--- config.mk ---
export PLATFORM = sky130hd
export DESIGN_NAME = ballot_feeder_controller_top
export DESIGN_NICKNAME = d
export VERILOG_FILES = /design/src/hdl/bfc_pkg.sv /design/src/hdl/ballot_feeder_controller_top.sv
export SDC_FILE = /design/constraint.sdc
export NUM_CORES = 1
export LEC_CHECK = 0
export ABC_CLOCK_PERIOD_IN_PS = 3200
export BUFFER_PORTS_ARGS = -buffer_cell sky130_fd_sc_hd__buf_4
export CAP_MARGIN = 5
export CORE_ASPECT_RATIO = 1.5
export CORE_MARGIN = 5
export CORE_UTILIZATION = 30
export CTS_BUF_LIST = sky130_fd_sc_hd__clkbuf_4 sky130_fd_sc_hd__clkbuf_8
export DETAILED_ROUTE_END_ITERATION = 8
export SLEW_MARGIN = 0
export SYNTH_ARGS = -nofsm -noshare
export SYNTH_HDL_FRONTEND = slang
export SYNTH_SLANG_ARGS = --single-unit
--- constraint.sdc ---
create_clock -name i_clk -period 3.2 [get_ports i_clk]
set_clock_uncertainty 0.1 [all_clocks]
set_input_delay 0.48 -clock i_clk [delete_from_list [all_inputs] [get_ports i_clk]]
set_output_delay 0.48 -clock i_clk [all_outputs]
set_load 0.01 [all_outputs]
--- src/hdl/bfc_pkg.sv ---
// Shared types and codes for the ballot feeder controller.
// No dependencies; used by the top level and its checker.
package bfc_pkg;

    typedef enum logic [3:0] {
        ST_INIT    = 4'd0,
        ST_STANDBY = 4'd1,
        ST_WAIT    = 4'd2,
        ST_FEED    = 4'd3,
        ST_BARCODE = 4'd4,
        ST_DECIDE  = 4'd5,
        ST_CAST    = 4'd6,
        ST_SPOIL   = 4'd7,
        ST_EJECT   = 4'd8,
        ST_REMOVAL = 4'd9,
        ST_ABORT   = 4'd10
    } t_main_state;

    localparam logic [1:0] MOTOR_NONE = 2'd0;
    localparam logic [1:0] MOTOR_FWD  = 2'd1;
    localparam logic [1:0] MOTOR_STOP = 2'd2;

    localparam logic [1:0] ACT_NONE  = 2'd0;
    localparam logic [1:0] ACT_EJECT = 2'd1;
    localparam logic [1:0] ACT_SPOIL = 2'd2;
    localparam logic [1:0] ACT_CAST  = 2'd3;

    localparam logic [1:0] LIGHTS_NONE = 2'd0;
    localparam logic [1:0] LIGHTS_ON   = 2'd1;
    localparam logic [1:0] LIGHTS_OFF  = 2'd2;

    localparam logic [2:0] MSG_NONE      = 3'd0;
    localparam logic [2:0] MSG_REMOVE    = 3'd1;
    localparam logic [2:0] MSG_CASTING   = 3'd2;
    localparam logic [2:0] MSG_DUPLICATE = 3'd3;
    localparam logic [2:0] MSG_PROMPT    = 3'd4;
    localparam logic [2:0] MSG_INVALID   = 3'd5;
    localparam logic [2:0] MSG_NO_CODE   = 3'd6;
    localparam logic [2:0] MSG_ERROR     = 3'd7;

    localparam logic [2:0] LOG_NONE     = 3'd0;
    localparam logic [2:0] LOG_CAST     = 3'd1;
    localparam logic [2:0] LOG_SPOIL    = 3'd2;
    localparam logic [2:0] LOG_TIMEOUT  = 3'd3;
    localparam logic [2:0] LOG_INVALID  = 3'd4;

    localparam logic [1:0] BTN_UP    = 2'd0;
    localparam logic [1:0] BTN_CAST  = 2'd1;
    localparam logic [1:0] BTN_SPOIL = 2'd2;

    localparam int EV_PAPER_IN   = 0;
    localparam int EV_PAPER_OUT  = 1;
    localparam int EV_CAST_DOWN  = 2;
    localparam int EV_CAST_UP    = 3;
    localparam int EV_SPOIL_DOWN = 4;
    localparam int EV_SPOIL_UP   = 5;
    localparam int EV_SCANNED    = 6;

    typedef struct packed {
        logic       paper;
        logic [1:0] button;
        logic       barcode;
    } t_sub;

endpackage

--- src/hdl/ballot_feeder_controller_top.sv ---
// An accepted word is held in the input stage, then registered into the result register.
// Throughput: one word per cycle while i_stall is low; input stage and result register advance together.
// o_stall rises in the same cycle as i_stall when both stages are full.
// Reset (i_rst_n low, synchronous): state goes to initialize, paper, button and
// barcode flags clear, both stages empty.
// Depends on bfc_pkg.
module ballot_feeder_controller_top (
    input  logic       i_clk,
    input  logic       i_rst_n,
    input  logic       i_valid,
    output logic       o_stall,
    input  logic [6:0] i_sensor_events,
    input  logic       i_scan_nonempty,
    input  logic       i_init_ok,
    input  logic       i_feed_timeout,
    input  logic       i_decision_timeout,
    input  logic       i_barcode_seen_before,
    input  logic       i_barcode_valid,
    input  logic       i_log_ok,
    output logic       o_valid,
    input  logic       i_stall,
    output logic [3:0] o_main_state,
    output logic [1:0] o_motor_cmd,
    output logic [1:0] o_ballot_action,
    output logic [1:0] o_lights_cmd,
    output logic [2:0] o_display_msg,
    output logic       o_restart_feed_timer,
    output logic       o_restart_decision_timer,
    output logic [2:0] o_log_request,
    output logic       o_enter_standby,
    output logic       o_paper_present,
    output logic [1:0] o_button_state,
    output logic       o_barcode_present
);
    import bfc_pkg::*;

    logic        r_in_vld;
    logic [6:0]  r_ev;
    logic        r_nonempty, r_init_ok, r_feed_to, r_dec_to, r_seen, r_code_ok, r_log_ok;

    t_main_state r_state, n_state;
    t_sub        r_sub, n_sub, pre_sub;
    logic        upd_first;

    logic        r_out_vld;
    logic [1:0]  r_motor, n_motor, r_action, n_action, r_lights, n_lights;
    logic [2:0]  r_disp, n_disp, r_logreq, n_logreq;
    logic        r_rfeed, n_rfeed, r_rdec, n_rdec, r_stby, n_stby;

    logic        out_free, s1_adv, in_acc;

    function automatic t_sub sub_next(t_sub cur, logic [6:0] ev, logic nonempty);
        t_sub nx;
        nx = cur;
        if (!cur.paper) begin
            if (ev[EV_PAPER_IN]) nx.paper = 1'b1;
        end else begin
            if (ev[EV_PAPER_OUT]) nx.paper = 1'b0;
        end
        case (cur.button)
            BTN_UP: begin
                if (ev[EV_CAST_DOWN]) nx.button = BTN_CAST;
                else if (ev[EV_SPOIL_DOWN]) nx.button = BTN_SPOIL;
            end
            BTN_CAST: begin
                if (ev[EV_CAST_UP]) nx.button = BTN_UP;
            end
            BTN_SPOIL: begin
                if (ev[EV_SPOIL_UP]) nx.button = BTN_UP;
            end
            default: ;
        endcase
        if (!cur.barcode && ev[EV_SCANNED] && nonempty) nx.barcode = 1'b1;
        return nx;
    endfunction

    assign out_free = !r_out_vld || !i_stall;
    assign s1_adv   = r_in_vld && out_free;
    assign o_stall  = r_in_vld && !out_free;
    assign in_acc   = i_valid && !o_stall;

    always_comb begin
        n_state   = r_state;
        pre_sub   = r_sub;
        upd_first = 1'b0;
        n_motor   = MOTOR_NONE;
        n_action  = ACT_NONE;
        n_lights  = LIGHTS_NONE;
        n_disp    = MSG_NONE;
        n_rfeed   = 1'b0;
        n_rdec    = 1'b0;
        n_logreq  = LOG_NONE;
        n_stby    = 1'b0;
        unique case (r_state)
            ST_INIT: begin
                if (!r_init_ok) begin
                    n_state = ST_ABORT;
                end else begin
                    pre_sub   = sub_next(r_sub, r_ev, r_nonempty);
                    upd_first = 1'b1;
                    n_state   = pre_sub.paper ? ST_EJECT : ST_STANDBY;
                end
            end
            ST_STANDBY: begin
                pre_sub.barcode = 1'b0;
                n_stby          = 1'b1;
                n_state         = ST_WAIT;
            end
            ST_WAIT: begin
                if (r_sub.paper) begin
                    n_rfeed = 1'b1;
                    n_motor = MOTOR_FWD;
                    n_state = ST_FEED;
                end
            end
            ST_FEED: begin
                if (!r_sub.paper || r_feed_to) begin
                    n_motor = MOTOR_STOP;
                    if (r_sub.barcode) begin
                        n_state = ST_BARCODE;
                    end else begin
                        n_disp  = MSG_NO_CODE;
                        n_state = ST_EJECT;
                    end
                end
            end
            ST_BARCODE: begin
                if (r_seen) begin
                    n_disp  = MSG_DUPLICATE;
                    n_state = ST_EJECT;
                end else if (r_code_ok) begin
                    n_lights = LIGHTS_ON;
                    n_rdec   = 1'b1;
                    n_disp   = MSG_PROMPT;
                    n_state  = ST_DECIDE;
                end else begin
                    n_disp   = MSG_INVALID;
                    n_logreq = LOG_INVALID;
                    n_state  = ST_EJECT;
                end
            end
            ST_DECIDE: begin
                if (r_dec_to) begin
                    n_lights = LIGHTS_OFF;
                    n_logreq = LOG_TIMEOUT;
                    n_state  = ST_EJECT;
                end else if (r_sub.button == BTN_CAST) begin
                    n_logreq = LOG_CAST;
                    n_state  = r_log_ok ? ST_CAST : ST_ABORT;
                end else if (r_sub.button == BTN_SPOIL) begin
                    n_logreq = LOG_SPOIL;
                    n_state  = r_log_ok ? ST_SPOIL : ST_ABORT;
                end
            end
            ST_CAST: begin
                n_disp   = MSG_CASTING;
                n_action = ACT_CAST;
                n_state  = ST_STANDBY;
            end
            ST_SPOIL: begin
                n_action = ACT_SPOIL;
                n_disp   = MSG_REMOVE;
                n_state  = ST_REMOVAL;
            end
            ST_EJECT: begin
                n_action = ACT_EJECT;
                n_disp   = MSG_REMOVE;
                n_state  = ST_REMOVAL;
            end
            ST_REMOVAL: begin
                if (!r_sub.paper) n_state = ST_STANDBY;
            end
            ST_ABORT: begin
                n_disp = MSG_ERROR;
            end
            default: ;
        endcase
        if (n_state != ST_ABORT && !upd_first) n_sub = sub_next(pre_sub, r_ev, r_nonempty);
        else n_sub = pre_sub;
    end

    always_ff @(posedge i_clk) begin
        if (!i_rst_n) begin
            r_in_vld  <= 1'b0;
            r_out_vld <= 1'b0;
            r_state   <= ST_INIT;
            r_sub     <= '0;
            r_motor   <= MOTOR_NONE;
            r_action  <= ACT_NONE;
            r_lights  <= LIGHTS_NONE;
            r_disp    <= MSG_NONE;
            r_rfeed   <= 1'b0;
            r_rdec    <= 1'b0;
            r_logreq  <= LOG_NONE;
            r_stby    <= 1'b0;
        end else begin
            if (in_acc) r_in_vld <= 1'b1;
            else if (s1_adv) r_in_vld <= 1'b0;
            if (s1_adv) begin
                r_out_vld <= 1'b1;
                r_state   <= n_state;
                r_sub     <= n_sub;
                r_motor   <= n_motor;
                r_action  <= n_action;
                r_lights  <= n_lights;
                r_disp    <= n_disp;
                r_rfeed   <= n_rfeed;
                r_rdec    <= n_rdec;
                r_logreq  <= n_logreq;
                r_stby    <= n_stby;
            end else if (!i_stall) begin
                r_out_vld <= 1'b0;
            end
        end
    end

    always_ff @(posedge i_clk) begin
        if (in_acc) begin
            r_ev       <= i_sensor_events;
            r_nonempty <= i_scan_nonempty;
            r_init_ok  <= i_init_ok;
            r_feed_to  <= i_feed_timeout;
            r_dec_to   <= i_decision_timeout;
            r_seen     <= i_barcode_seen_before;
            r_code_ok  <= i_barcode_valid;
            r_log_ok   <= i_log_ok;
        end
    end

    assign o_valid                  = r_out_vld;
    assign o_main_state             = r_state;
    assign o_motor_cmd              = r_motor;
    assign o_ballot_action          = r_action;
    assign o_lights_cmd             = r_lights;
    assign o_display_msg            = r_disp;
    assign o_restart_feed_timer     = r_rfeed;
    assign o_restart_decision_timer = r_rdec;
    assign o_log_request            = r_logreq;
    assign o_enter_standby          = r_stby;
    assign o_paper_present          = r_sub.paper;
    assign o_button_state           = r_sub.button;
    assign o_barcode_present        = r_sub.barcode;

endmodule

==> run metrics, run 1 <==
Yosys reg bits=39; 1st-pass router iterations=4; WP data arrival=2380 ps; CTS tree=built; Vias per Instance=5.07; largest net degree at the start of global routing=25; initial drt markers=82; crit path kind=flop to flop; Clk pwr share=34.3%; dominant cells by area after synthesis=dfxtp_1 28%, edfxtp_1 23%, a21oi_1 7.2%, nor2_1 4.6%, nand2_1 3.3%; Tmin final=2340 ps; Power Density=478 nW/µm²; internal power=804 µW; Fillers=586; Crit path required time=3250 ps; Die Ht=105 µm; top cell family by delay on the critical path=flip-flops; max-slew violations=0; final worst-path cycle share=73.0%; Buffers on Ports=42; Worst VDD drop=0.000265 V; Total Wirelength=4.16 mm; Clk Latency, worst-skew pair=290 ps; Final Hold Vio Count=0; switching share of power=24.9%; share of the synthesized area in the top cell type=27.8%; Die W=73.3 µm; CTS buffer count=5; post-synthesis async set-or-reset flop share=0%; Synth area leader=dfxtp_1; ratio of cells with drive above 1 in the final layout=29.3%; Yosys warnings=0; total negative slack=0 ps; Reg power frac=53.1%; synthesized net count=203; final number of setup-violating endpoints=0; post-cts hold buffer count=0; Comb pwr share=12.6%; die area=7690 µm²; slew of the pin with the lowest slew margin=787 ps; library cells used by synthesis=48; Setup crit end kind=flop; Post-route DRC=0; num ports=43; Sink Count=39; CTS resizes=0; Worst Hold Launch=i_log_ok; CP max stage cell=dfxtp_1; Buf/Inv on CP=0; clock slew at reported path FFs=70 ps; n_diodes=0; Mapped Avg Cell Area=9.75 µm²; most common cell in the netlist=a21oi_1; unrepaired setup endpoints after global routing=no; NetSw=267 µW; fin nets=242; final core utilization=38.4%; DP Area=2140 µm²; vias in the first global route=1414; Layout area overhead=24.2%; post-place setup slack=878 ps; Starting Density=30.9%; Post-Syn Area=1800 µm²; clk buf depth=2; synth cell count leaders=26 x a21oi_1, 25 x dfxtp_1, 22 x nor2_1, 16 x nand2_1, 14 x edfxtp_1; Core ar.=5830 µm²; Final Wtd Congestion=0.807; final setup margin=863 ps; slowest cell delay on critical path=830 ps; reg2reg start=o_main_state[0]; CTS root buf=clkbuf_8; Tot GR Track Use=11.1%; Rel. slew slack=47.5%; status=finished clean; sequential area share after synthesis=51.1%; Cell Chain, Critical Path=nand3_1 > or3_1 > a21oi_2 > o211ai_4 > a32oi_1 > nor2_1; post-DP HPWL=3.11 mm; post-CTS repair timing setup buffer count=0; crit path launch type=flop; wire length per cell=14.0 µm; Hold Crit Class=primary input to flop; Finished Cell Area=2240 µm²; Max H-tree Level=2; Pleak=0.840 nW; # Max-Cap Violations=0; total gr overflow=0; Via Count=1505; Main synth FF type=dfxtp_1; initial antenna violation count=0; post-route ant nets=0; CP max FO=24; # rows=34; highest clock rate=428 MHz; crit path from=o_main_state[0]; Post-Syn Instances=185; Post-synth EDFFs=14; global-route wire length before repair=6.69 mm
-- power groups by stage --
stage	Sequential, mW	Clock [mW]	Combinational [mW]
floorplan	0.567	0	0.102
global placement	0.579	0	0.136
detailed placement	0.579	0	0.137
CTS	0.568	0.383	0.137
global route	0.573	0.398	0.150
finish	0.569	0.367	0.135
-- kinds of logic after synthesis --
group / after synthesis / share of synthesized area [%]
AOI/OAI and AO/OA: 54 / 19.7
xor gates and xnor gates: 1 / 0.486
buffers and inverters: 15 / 5.27
DFF: 39 / 51.1
muxes: 1 / 0.833
and+or+nand+nor: 75 / 22.6
-- per-stage QoR --
step	power (mW)	std cells	hold WS, ps
after floorplan	0.669	185	318
after global placement	0.715	289	328
after global routing	1.12	297	248
after CTS	1.09	297	251
after detailed placement	0.716	289	339
final	1.07	297	263
-- area by class of cell --
cell class              count  area (µm²)  share of cell area (%)
clock buffers               8         104                    4.64
inverters                   4        15.0                   0.670
multi-input cells         131         787                    35.1
flip-flops and latches     39         921                    41.1
well taps                  72        90.1                    4.02
repair buffers             43         323                    14.4
-- layout by cell type, fill, tap and decap left out, drive strengths merged, types with 3 or more instances in the layout --
cell type and count:
clkbuf 8, a31oi 3, dfxtp 25, and2 3, inv 4, nor2 23
edfxtp 14, nand3 4, buf 43, a21oi 27, a311oi 3, nor3 7
nand4 4, a22oi 3, o211ai 4, nand2 17, nor2b 4, o21ai 9
-- worst reg2reg max path: cells and delay by family, from the launching register on --
family,cells,cell delay (ps)
compound gates,3,560
flops,1,830
simple gates,3,700
-- path summary, 6_finish.rpt --
kind / to / slack [ps] / depth (start not counted)
hold / removal: r_log_ok / 260 / 1
hold reg to reg: o_button_state[0] / 340 / 1
setup reg to reg: o_barcode_present / 860 / 6
setup / recovery: o_barcode_present / 860 / 6
-- flip-flops by register name (all words and copies together), names as in the netlist --
name,count
r_ev,7
o_main_state,4
o_display_msg,3
o_log_request,3
o_ballot_action,2
o_button_state,2
o_lights_cmd,2
o_motor_cmd,2
o_barcode_present,1
o_enter_standby,1
o_paper_present,1
o_restart_decision_timer,1
o_restart_feed_timer,1
o_valid,1
r_code_ok,1
r_dec_to,1
r_feed_to,1
r_in_vld,1
r_init_ok,1
r_log_ok,1
r_nonempty,1
r_seen,1
-- layer usage --
| layer | share of wire [%] | vias up | track usage, % |
|---|---|---|---|
| met5 | 0 | - | 0 |
| met4 | 2.2 | 0 | 5.83 |
| met3 | 5.7 | 7 | 2.59 |
| met2 | 54 | 48 | 19.4 |
| met1 | 38 | 694 | 12.1 |
| li1 | - | 756 | - |
Power figures use the tool's default switching activity.
==> run 2: changes to the inputs <==
Settings changed: ABC_CLOCK_PERIOD_IN_PS 3200 to 1900.
Clock period 3.2 ns to 1.9 ns, I/O delays scaled along.
==> run metrics, run 2 (synthesized netlist as in run 1, its figures left out) <==
status=finished with violations; violated checks=setup timing; post-cts hold buffer count=0 (unchanged); die area=7690 µm² (unchanged); Die Ht=105 µm (unchanged); final setup margin=-45.8 ps (-909 ps); crit path launch type=flop; vias in the first global route=1657 (+17%); # Max-Cap Violations=0 (unchanged); CP max FO=7 (-71%); initial antenna violation count=0 (unchanged); max reg flops=7 (unchanged); Tot GR Track Use=13.1% (+2.0 points); post-route ant nets=0 (unchanged); clk buf depth=2 (unchanged); Core ar.=5830 µm² (unchanged); Layout area overhead=49.2%; num ports=43 (unchanged); final worst-path cycle share=102% (+29 points); CTS root buf=clkbuf_8; n_diodes=0 (unchanged); NetSw=524 µW (+96%); Rel. slew slack=74.4% (+27 points); ratio of cells with drive above 1 in the final layout=45.7% (+16 points); Sink Count=39 (unchanged); Top reg by flops=r_ev; Total Wirelength=5.08 mm (+22%); crit path kind=flop to flop; internal power=1.48 mW (+84%); 1st-pass router iterations=4 (unchanged); final number of setup-violating endpoints=3 (+3); R2R Setup Slk=-50 ps (-910 ps); Clk Latency, worst-skew pair=290 ps (about the same); slowest cell delay on critical path=380 ps (-450 ps); switching share of power=26.2% (+1.3 points); global-route wire length before repair=7.94 mm (+19%); Comb pwr share=18.1% (+5.5 points); Reg power frac=47.3% (-5.8 points); Die W=73.3 µm (unchanged); total gr overflow=0 (unchanged); wire length per cell=14.9 µm (+6.4%); Worst Hold Launch=i_barcode_valid; commonest cells after routing, fill and taps aside=85 x buf_4, 26 x a21oi_1, 22 x nor2_1; # rows=34 (unchanged); Clk pwr share=34.5% (+0.2 points); initial drt markers=84 (+2.4%); Power Density=743 nW/µm² (+55%); cells on worst reg2reg path=8 (+2); Fin Hold WS=60.3 ps (-203 ps); Final Hold Vio Count=0 (unchanged); highest clock rate=514 MHz (+20%); slew of the pin with the lowest slew margin=379 ps (-407 ps); reg2reg start=o_main_state[0]; Post-route DRC=0 (unchanged); Finished Cell Area=2690 µm² (+20%); Pleak=1.10 nW (+31%); commonest non-fill, non-tap cell in the layout=buf_4; Endpoint, Worst Hold=r_code_ok; largest net degree at the start of global routing=25 (unchanged); Vias per Instance=4.91 (-3.2%); unrepaired setup endpoints after global routing=yes; CP max stage cell=dfxtp_4; Buffers on Ports=42 (unchanged); Hold Crit Class=primary input to flop; clock slew at reported path FFs=80 ps (about the same); Final Wtd Congestion=0.900 (+12%); DP Area=2400 µm² (+12%); WP data arrival=2050 ps (-330 ps); Crit path required time=2000 ps (-1250 ps); Worst VDD drop=0.000431 V (+63%); WHS Path Cells=1 (unchanged); Via Count=1673 (+11%); CTS tree=built; Tmin final=1950 ps (-391 ps); Max H-tree Level=2 (unchanged); max-slew violations=0 (unchanged); fin nets=286 (+18%); Setup crit end kind=flop; post-DP HPWL=3.68 mm (+18%); Starting Density=30.9% (unchanged); CTS buffer count=5 (unchanged); Cell Chain, Critical Path=buf_6 > nor4b_4 > o21ai_2 > o311ai_4 > a21oi_4 > o211ai_4 > a31oi_1 > a311oi_1; reg2reg end=o_button_state[0]
-- run 2: cell count changes in the layout (fill, tap and decap cells not counted), moves of 3 or more --
| cell | delta |
|---|---|
| dfxtp_1 | -6 |
| buf_4 | +42 |
| dfxtp_2 | +3 |
| dfxtp_4 | +3 |
-- run 2: worst max path at each step --
stage	start	end	slack, ps	cells after the start
after floorplan	o_button_state[0]	o_barcode_present	40	8
after global placement	o_main_state[3]	o_button_state[1]	-130	8
after detailed placement	o_main_state[0]	o_button_state[1]	-120	7
after CTS	r_seen	o_button_state[1]	-4	8
after global routing	o_main_state[0]	o_button_state[0]	-150	8
final	o_main_state[0]	o_button_state[0]	-50	8
-- run 2: layout make-up --
cell class              instances  area, µm²
fillers                       555       3140
flip-flops and latches         39        936
multi-input cells             131        881
repair buffers                 87        661
well taps                      72       90.1
clock buffers                   5       68.8
clock inverters                 3       38.8
inverters                       4       15.0
-- run 2: power by group through the flow --
| stage | Sequential, mW | Clock, mW | Combinational, mW |
|---|---|---|---|
| floorplan | 0.955 | 0 | 0.172 |
| global placement | 0.960 | 0 | 0.318 |
| detailed placement | 0.961 | 0 | 0.318 |
| CTS | 0.945 | 0.701 | 0.330 |
| global route | 0.954 | 0.735 | 0.394 |
| finish | 0.947 | 0.690 | 0.362 |
-- run 2: metrics by stage --
step	setup slack, ps	utilization (%)	setup TNS [ps]	total power, mW	std cells
2_1_floorplan	40.7	-	0	1.13	185
3_3_place_gp	-134	41.2	-422	1.28	324
3_5_place_dp	-121	41.2	-406	1.28	324
4_1_cts	-4.36	44.1	-6.57	1.98	337
5_1_grt	-149	46.2	-562	2.08	341
6_report	-45.8	46.2	-75.7	2.00	341
-- run 2: layer usage --
layer | vias to the layer above | GRT usage (%) | part of all wire, %
met5 | - | 0 | 0
met3 | 12 | 2.40 | 4.4
met1 | 783 | 14.4 | 38
met2 | 41 | 23.5 | 55
li1 | 837 | - | -
met4 | 0 | 6.35 | 3.4
-- run 2: repair_timing --
item,in CTS,in global routing
pin swaps,7,8
setup buffers,5,4
endpoints found under the setup margin,4,6
gates resized for setup,8,21
-- run 2: worst max-delay path, delay by kind of cell (launching register included) --
kind            cells  cell delay (ps)
compound gates      6              910
buf+inv             1              130
simple gates        1              330
flops               1              380
